==> src/sv/crv_pkg.sv <==
`timescale 1ns / 1ps

package crv_pkg;

  // Default number of micro-rotations (1 to 16)
  localparam int unsigned CRV_ITERATIONS = 16;

  // Port field widths
  localparam int unsigned X_IN_W    = 17;
  localparam int unsigned ANG_IN_W  = 24;
  localparam int unsigned X_OUT_W   = 19;
  localparam int unsigned ANG_OUT_W = 25;
  localparam int unsigned S_TDATA_W = 64;
  localparam int unsigned M_TDATA_W = 64;

  // Datapath widths, one bit of headroom over the output fields
  localparam int unsigned XW = 20;
  localparam int unsigned ZW = 26;

  localparam logic MODE_ROTATE = 1'b0;
  localparam logic MODE_VECTOR = 1'b1;

  typedef struct packed {
    logic                 mode;
    logic signed [XW-1:0] x;
    logic signed [XW-1:0] y;
    logic signed [ZW-1:0] z;
  } crv_data_t;

  // atan(2^-i) in degrees, scaled by 32768 and truncated toward zero
  function automatic logic signed [ZW-1:0] atan_step(input logic [3:0] idx);
    logic signed [ZW-1:0] a;
    case (idx)
      4'd0:    a = 26'sd1474560;
      4'd1:    a = 26'sd870483;
      4'd2:    a = 26'sd459939;
      4'd3:    a = 26'sd233472;
      4'd4:    a = 26'sd117189;
      4'd5:    a = 26'sd58651;
      4'd6:    a = 26'sd29333;
      4'd7:    a = 26'sd14667;
      4'd8:    a = 26'sd7333;
      4'd9:    a = 26'sd3666;
      4'd10:   a = 26'sd1833;
      4'd11:   a = 26'sd916;
      4'd12:   a = 26'sd458;
      4'd13:   a = 26'sd229;
      4'd14:   a = 26'sd114;
      default: a = 26'sd57;
    endcase
    return a;
  endfunction

endpackage

==> src/sv/crv_stage.sv <==
`timescale 1ns / 1ps

module crv_stage #(
  parameter int unsigned IDX = 0
) (
  input  logic               clk_i,
  input  logic               rst_ni,
  input  logic               valid_i,
  output logic               ready_o,
  input  crv_pkg::crv_data_t data_i,
  output logic               valid_o,
  input  logic               ready_i,
  output crv_pkg::crv_data_t data_o
);
  import crv_pkg::*;

  localparam logic [3:0] TableIdx = 4'(IDX);

  logic                 valid_q;
  crv_data_t            data_d, data_q;
  logic signed [XW-1:0] x_cur, y_cur, xs, ys;
  logic signed [ZW-1:0] z_cur, a;
  logic                 plus;

  always_comb begin
    x_cur = data_i.x;
    y_cur = data_i.y;
    z_cur = data_i.z;
    xs    = x_cur >>> IDX;
    ys    = y_cur >>> IDX;
    a     = atan_step(TableIdx);
    // zero steers as non-negative in both modes
    plus  = (data_i.mode == MODE_VECTOR) ? y_cur[XW-1] : !z_cur[ZW-1];
    data_d.mode = data_i.mode;
    if (plus) begin
      data_d.x = x_cur - ys;
      data_d.y = y_cur + xs;
      data_d.z = z_cur - a;
    end else begin
      data_d.x = x_cur + ys;
      data_d.y = y_cur - xs;
      data_d.z = z_cur + a;
    end
  end

  assign ready_o = !valid_q || ready_i;
  assign valid_o = valid_q;
  assign data_o  = data_q;

  always_ff @(posedge clk_i or negedge rst_ni) begin
    if (!rst_ni) begin
      valid_q <= 1'b0;
    end else if (ready_o) begin
      valid_q <= valid_i;
    end
  end

  always_ff @(posedge clk_i) begin
    if (ready_o && valid_i) begin
      data_q <= data_d;
    end
  end

endmodule

==> src/sv/cordic_rotate_vector_q15_unit.sv <==
`timescale 1ns / 1ps

// Circular CORDIC, one micro-rotation per pipeline stage, ITERATIONS stages.
// Input words arrive on the s_axis channel: tuser carries the mode
// (0 = rotation, steered by the angle sign; 1 = vectoring, steered by the
// sign of y, input angle ignored and accumulator started at zero).
// tdata carries x, y (signed Q15) and the angle (degrees * 32768).
// Result words leave on m_axis: x and y with the CORDIC gain (~1.6468)
// and the residual or accumulated angle.
// Each accepted word passes through the ITERATIONS stage registers in turn
// before m_axis_tvalid rises for it.
// One word per cycle is taken when the output side keeps up. Every stage is
// a register with its own valid bit and holds while the next one is full and stalled,
// so a stall on m_axis fills the pipe and then drops s_axis_tready;
// no word is lost or repeated, and empty slots are squeezed out.
// Reset clears all valid bits; the pipe comes up empty and ready.
module cordic_rotate_vector_q15_unit #(
  parameter int unsigned ITERATIONS = crv_pkg::CRV_ITERATIONS
) (
  input  logic                          clk_i,
  input  logic                          rst_ni,
  input  logic                          s_axis_tvalid,
  output logic                          s_axis_tready,
  // [16:0] x_in, [33:17] y_in, [57:34] angle_in, rest zero
  input  logic [crv_pkg::S_TDATA_W-1:0] s_axis_tdata,
  // [0] mode
  input  logic                          s_axis_tuser,
  output logic                          m_axis_tvalid,
  input  logic                          m_axis_tready,
  // [18:0] x_out, [37:19] y_out, [62:38] angle_out, [63] zero
  output logic [crv_pkg::M_TDATA_W-1:0] m_axis_tdata
);
  import crv_pkg::*;

  localparam int unsigned YLo  = X_IN_W;
  localparam int unsigned ALo  = 2 * X_IN_W;
  localparam int unsigned OyLo = X_OUT_W;
  localparam int unsigned OaLo = 2 * X_OUT_W;
  localparam int unsigned OPad = M_TDATA_W - 2 * X_OUT_W - ANG_OUT_W;

  crv_data_t stage_data  [ITERATIONS+1];
  logic      stage_valid [ITERATIONS+1];
  logic      stage_ready [ITERATIONS+1];
  crv_data_t in_data;

  logic signed [X_IN_W-1:0]   x_in, y_in;
  logic signed [ANG_IN_W-1:0] angle_in;

  assign x_in     = s_axis_tdata[X_IN_W-1:0];
  assign y_in     = s_axis_tdata[YLo +: X_IN_W];
  assign angle_in = s_axis_tdata[ALo +: ANG_IN_W];

  always_comb begin
    in_data.mode = s_axis_tuser;
    in_data.x    = XW'(x_in);
    in_data.y    = XW'(y_in);
    in_data.z    = (s_axis_tuser == MODE_VECTOR) ? '0 : ZW'(angle_in);
  end

  assign stage_data[0]  = in_data;
  assign stage_valid[0] = s_axis_tvalid;
  assign s_axis_tready  = stage_ready[0];

  for (genvar g = 0; g < ITERATIONS; g++) begin : g_stage
    crv_stage #(
      .IDX(g)
    ) u_stage (
      .clk_i  (clk_i),
      .rst_ni (rst_ni),
      .valid_i(stage_valid[g]),
      .ready_o(stage_ready[g]),
      .data_i (stage_data[g]),
      .valid_o(stage_valid[g+1]),
      .ready_i(stage_ready[g+1]),
      .data_o (stage_data[g+1])
    );
  end

  assign stage_ready[ITERATIONS] = m_axis_tready;
  assign m_axis_tvalid           = stage_valid[ITERATIONS];

  always_comb begin
    m_axis_tdata                      = '0;
    m_axis_tdata[X_OUT_W-1:0]         = stage_data[ITERATIONS].x[X_OUT_W-1:0];
    m_axis_tdata[OyLo +: X_OUT_W]     = stage_data[ITERATIONS].y[X_OUT_W-1:0];
    m_axis_tdata[OaLo +: ANG_OUT_W]   = stage_data[ITERATIONS].z[ANG_OUT_W-1:0];
    m_axis_tdata[M_TDATA_W-1 -: OPad] = '0;
  end

endmodule
==> config.mk <==
export PLATFORM = sky130hd
export DESIGN_NAME = cordic_rotate_vector_q15_unit
export DESIGN_NICKNAME = d
export VERILOG_FILES = /design/src/sv/crv_pkg.sv /design/src/sv/crv_stage.sv /design/src/sv/cordic_rotate_vector_q15_unit.sv
export SDC_FILE = /design/constraint.sdc
export NUM_CORES = 2
export LEC_CHECK = 0
export BUFFER_PORTS_ARGS = -buffer_cell sky130_fd_sc_hd__buf_4
export CORE_MARGIN = 2
export CORE_UTILIZATION = 55
export DETAILED_ROUTE_END_ITERATION = 10
export PLACE_DENSITY = 0.71
export SYNTH_ARGS = -nofsm -noshare
export SYNTH_HDL_FRONTEND = slang
export SYNTH_SLANG_ARGS = --single-unit
==> constraint.sdc <==
create_clock -name clk_i -period 10.8 [get_ports clk_i]
set_input_delay 0.54 -clock clk_i [delete_from_list [all_inputs] [get_ports clk_i]]
set_output_delay 0.54 -clock clk_i [all_outputs]
set_load 0.01 [all_outputs]
# --- After elaboration in Yosys (flattened, before gate mapping) ---
# Index checks and enable logic that the tools add are counted.
# Widths: inputs -> output; s select.
word_totals:
  register_bits: 1084
  in_bits: 69
  out_inout_bits: 66
  wordCells: 271
op_classes:
  n_addsub: 95
  mux: 33
  reduce_logical: 64
ops:
  columns: ["op", "n"]
  rows:
  - ["$mux 66", 15]
  - ["$mux 65", 1]
  - ["$add 20x10->20", 2]
  - ["$add 20x11->20", 2]
  - ["$add 20x12->20", 2]
  - ["$add 20x13->20", 2]
  - ["$add 20x14->20", 2]
  - ["$add 20x15->20", 2]
  - ["$add 20x16->20", 2]
  - ["$add 20x17->20", 2]
  - ["$add 20x18->20", 2]
  - ["$add 20x19->20", 2]
  - ["$add 20x6->20", 2]
  - ["$add 20x7->20", 2]
  - ["$add 20x8->20", 2]
  - ["$add 20x9->20", 2]
  - ["$sub 20x10->20", 2]
  - ["$sub 20x11->20", 2]
  - ["$sub 20x12->20", 2]
  - ["$sub 20x13->20", 2]
  - ["$sub 20x14->20", 2]
  - ["$sub 20x15->20", 2]
  - ["$sub 20x16->20", 2]
  - ["$sub 20x17->20", 2]
  - ["other kinds (49)", 132]

# --- Depth between registers and ports, before layout ---
logic_depth:
  ltp_word: 18
  depth_mapped: 19
  depth_no_buf: 16

# --- Modules after synthesis ---
# A second synthesis with hierarchy kept.
hier_totals:
  cells_unflattened: 9297
  hier_area_um2: 90910.9
modules_own_cells:
  columns: ["module", "n_inst", "cells_each", "area_each_um2", "seq_area_each_um2"]
  rows:
  - ["crv_stage (g_stage[1].u_stage)", 1, 600, 5854.4, 2037.0]
  - ["crv_stage (g_stage[7].u_stage)", 1, 600, 5833.1, 2037.0]
  - ["crv_stage (g_stage[6].u_stage)", 1, 605, 5809.3, 2037.0]
  - ["crv_stage (g_stage[0].u_stage)", 1, 619, 5800.6, 2006.9]
  - ["crv_stage (g_stage[2].u_stage)", 1, 600, 5799.3, 2037.0]
  - ["crv_stage (g_stage[15].u_stage)", 1, 602, 5786.8, 2037.0]
  - ["crv_stage (g_stage[4].u_stage)", 1, 574, 5735.5, 2037.0]
  - ["crv_stage (g_stage[8].u_stage)", 1, 583, 5703.0, 2037.0]
  - ["crv_stage (g_stage[5].u_stage)", 1, 569, 5701.7, 2037.0]
  - ["crv_stage (g_stage[9].u_stage)", 1, 563, 5625.4, 2037.0]
  - ["crv_stage (g_stage[12].u_stage)", 1, 578, 5601.6, 2037.0]
  - ["crv_stage (g_stage[13].u_stage)", 1, 574, 5596.6, 2037.0]
  - ["crv_stage (g_stage[10].u_stage)", 1, 565, 5587.9, 2037.0]
  - ["crv_stage (g_stage[14].u_stage)", 1, 565, 5586.6, 2037.0]
  - ["3 more rows", null, null, null, null]

# --- Worst setup path before layout ---
# Ideal clock, no wire load.
synth_path:
  path_kind: "in2reg"
  from: "input m_axis_tready"
  to: "register g_stage[2].u_stage.data_q, in the netlist g_stage[2].u_stage.data_o[0] (enable)"
  setup_time_ps: 594
  t_arrival_ps: 6544
  required_ps: 10206
  slack_ps: 3662
  cell_stages: 8
  n_path_buf: 1
  path_cell_list: "nand4b_1 inv_1 and3_1 and2_1 and3_1 clkbuf_1 and4_1 a21boi_0"
synth_between:
  elab_chain_cells: 15
synth_lines:
  columns: ["element", "line", "text"]
  rows:
  - ["start, declared", "cordic_rotate_vector_q15_unit.sv:29", "input logic m_axis_tready,"]
  - ["$logic_or 1x1->1 (14 in series)", "crv_stage.sv:46", "assign ready_o = !valid_q || ready_i;"]
  - ["$logic_and 1x1->1", "crv_stage.sv:59", "if (ready_o && valid_i) begin"]
  - ["end signal, assigned", "crv_stage.sv:60", "data_q <= data_d;"]
  - ["end, declared", "crv_stage.sv:20", "crv_data_t data_d, data_q;"]
# No other way between the ends.
# A chain may end at the register's enable or synchronous reset.

==> metrics.cfg <==
[routing]
vias = 64705
drtIter0Drc = 4237
ant_nets = 0
post_drt_wl_per_cell_um = 17.86
drc_errors = 0
first_pass_iters = 6
drt-total-wl_um = 194900
viasPerCell = 5.928

[floorplan]
fp.dieH_um = 397.5
die_area_mm2 = 0.1580
core_mm2 = 0.1539
start_util_pct = 55.35
num_rows = 144
boundaryPins = 135
die_w_um = 397.5

[synth]
async_flop_share_pct = 1.483
synthMuxAreaShare_pct = 0.5260
yosys.area.top_type_share_pct = 37.48
synth_seq_cells = 1079
yosysSeqAreaShare_pct = 37.95
syn_area_per_cell_um2 = 9.943
yosys.area_share.xor_xnor_pct = 11.74
yosys.area_share.adder_pct = 16.23
synth_edf_count = 1063
syn_area_mm2 = 0.08516
synth_top_family_by_area = compound AO/OA/AOI/OAI gates
synth_area_leaders = edfxtp_1 (37%), ha_1 (15%), xnor2_1 (8.3%)
synth_warnings = 0
yosys.area.top_type = edfxtp_1
synth_compound_area_share_pct = 18.21
ys.flop_type = edfxtp_1
synth-simple-area-share_pct = 13.06
yosysUniqueCellTypes = 99
syn_nets = 9709
syn_inst = 8565

[sta]
hold_viol = 0
rsz0062_at_grt = false
worst_pin_slew_ns = 1.024
drv_slew = 0
period_share_pct = 49.49
clock_skew_ns = 0.05451
setup_viol = 0
holdWs_ns = 0.07678
clock.fmax_ghz = 0.1871
fin_crit_ns = 5.345
relSlewSlack_pct = 31.10
fin_tns_setup_ns = 0

[cells_and_area]
nets = 9912
diodes = 0
syn2layout_area_growth_pct = 9.001
drive_above_1_share_pct = 5.579

[clocking]
cts_tree = built
clkLatencyLatePin_ns = 0.75
h-tree-depth = 3
clockBufferDepth = 3
cts_resized = 0
cts_root_buf = clkbuf_16
cts_sinks = 1079
cts_setup_buffers = 0
clk_pin_slew_ns = 0.06
numCtsBuffers = 120
cts.hold.buffers_added = 2

[global_route]
grt_pass1_wl_um = 314000
overflow = 0
grt_usage_pct = 24.18
antenna_found_initial = 1
grt_pass1_vias = 62283
grt_max_degree = 68

[worst_setup_path]
criticalPathCategory = reg -> reg
worstPathMaxFanout = 34
cp.required_ns = 11.34
crit_slowest_cell = o21ai_0
slowest_delay_ns = 0.63
arrival_ns = 5.88
path_cells = inv_1, a21oi_2, buf_4, inv_1, o21ai_0, ha_1, a21o_1, a21oi_1, o21bai_1, o311ai_1, o22ai_1, o41a_1, a211oi_1, a21oi_1, xnor2_1
critPathLaunchType = flop
cp-end-kind = flop

[flow_run]
maxCapViolations = 0

[status]
status = completed

[place]
portBuffers = 127
dp_hpwl_um = 153500
gp_congestion = 0.8994

[worst_hold_path]
hold_class = in -> reg

## kinds of logic (layout without fill, tap and decap cells)
group                    Yosys count  count (layout)
other                              1               1
flip-flops                      1079            1079
AND/OR/NAND/NOR                 2299            2299
AO/OA/AOI/OAI                   2414            2414
multiplexers                      43              43
adder cells (fa/ha/maj)         1075            1075
XOR/XNOR                        1141            1141
buffers and inverters            513             820
## layer usage
layer	vias up	GRT usage, %	wire [µm]
met4	2	7.440	6009
met1	30587	30.92	85700
met3	343	2.887	8862
li1	32208	-	-
met5	-	0	13
met2	1565	42.62	94340
## stage by stage
stage	worst slack (ns)	utilization (%)	std cells	area, µm²
after detailed placement	5.539	57.70	10688	88790
after global routing	5.146	60.33	10916	92820
after CTS	5.490	60.33	10916	92820
final	5.456	60.33	10916	92820
after global placement	5.591	57.70	10688	88790
after floorplan	3.662	-	8565	85160
## cells in the final DEF (no fill, tap or decap), drive strengths merged, types with 51 or more instances in the layout
cell | netlist | final
nor3 | 235 | 235
edfxtp | 1063 | 1063
inv | 424 | 427
and3 | 94 | 94
clkinv | 3 | 58
nand2 | 509 | 509
nor2b | 157 | 157
o21bai | 123 | 123
or3 | 90 | 90
o211ai | 51 | 51
xor2 | 333 | 333
a21o | 292 | 292
ha | 1026 | 1026
a31oi | 74 | 74
o21a | 124 | 124
xnor2 | 808 | 808
a21oi | 743 | 743
nand3 | 155 | 155
a211oi | 101 | 101
o31ai | 78 | 78
clkbuf | 71 | 143
or2 | 56 | 56
buf | 15 | 165
o21ai | 467 | 467
nand2b | 129 | 129
nor2 | 670 | 670
## cells in the mapped netlist, drive strengths merged (46+ instances only)
| cell | n |
|---|---|
| o21a | 124 |
| clkbuf | 71 |
| nor3 | 235 |
| edfxtp | 1063 |
| nand2b | 129 |
| inv | 424 |
| nor2 | 670 |
| xor2 | 333 |
| nor4 | 46 |
| nor2b | 157 |
| fa | 49 |
| a31oi | 74 |
| a21o | 292 |
| a21oi | 743 |
| o21bai | 123 |
| xnor2 | 808 |
| nand3 | 155 |
| nand2 | 509 |
| a211oi | 101 |
| or3 | 90 |
| and3 | 94 |
| o31ai | 78 |
| o21ai | 467 |
| or2 | 56 |
| o211ai | 51 |
| ha | 1026 |
## state kept, by name (all words and copies together), names as in the netlist
register	flops
g_stage.u_stage.data_o	1063
g_stage.u_stage.valid_o	16
## path summary, 6_finish.rpt
path                       slack [ns]                            end                          start  cells past startpoint
max                              5.46  g_stage[7].u_stage.data_o[45]  g_stage[6].u_stage.data_o[45]                     15
min                              0.08    g_stage[15].u_stage.valid_o                  m_axis_tready                      3
max reg2reg                      5.46  g_stage[7].u_stage.data_o[45]  g_stage[6].u_stage.data_o[45]                     15
min reg2reg                      0.42  g_stage[14].u_stage.data_o[0]  g_stage[13].u_stage.data_o[0]                      0
max in group asynchronous       10.31     g_stage[3].u_stage.valid_o                         rst_ni                      2
min in group asynchronous        0.27     g_stage[0].u_stage.valid_o                         rst_ni                      2
## worst max-delay path: cells and delay by family (launching register included)
kind / cells / cell delay (ns)
compound gates: 10 / 2.92
xor+xnor: 1 / 0.26
fa+ha+maj: 1 / 0.35
buf+inv: 3 / 0.97
flops: 1 / 0.61
## layout make-up
| cell class | count | area (µm²) |
|---|---|---|
| clock inverters | 83 | 864.6 |
| repair buffers | 167 | 1259 |
| multi-input cells | 6973 | 51070 |
| inverters | 427 | 1603 |
| fillers | 12699 | 61040 |
| flip-flops and latches | 1079 | 32320 |
| well taps | 2044 | 2557 |
| clock buffers | 143 | 3152 |
Power is left out: the tool's default activity adds up to more than one toggle a clock period on the data nets, which glitch-free logic cannot reach.
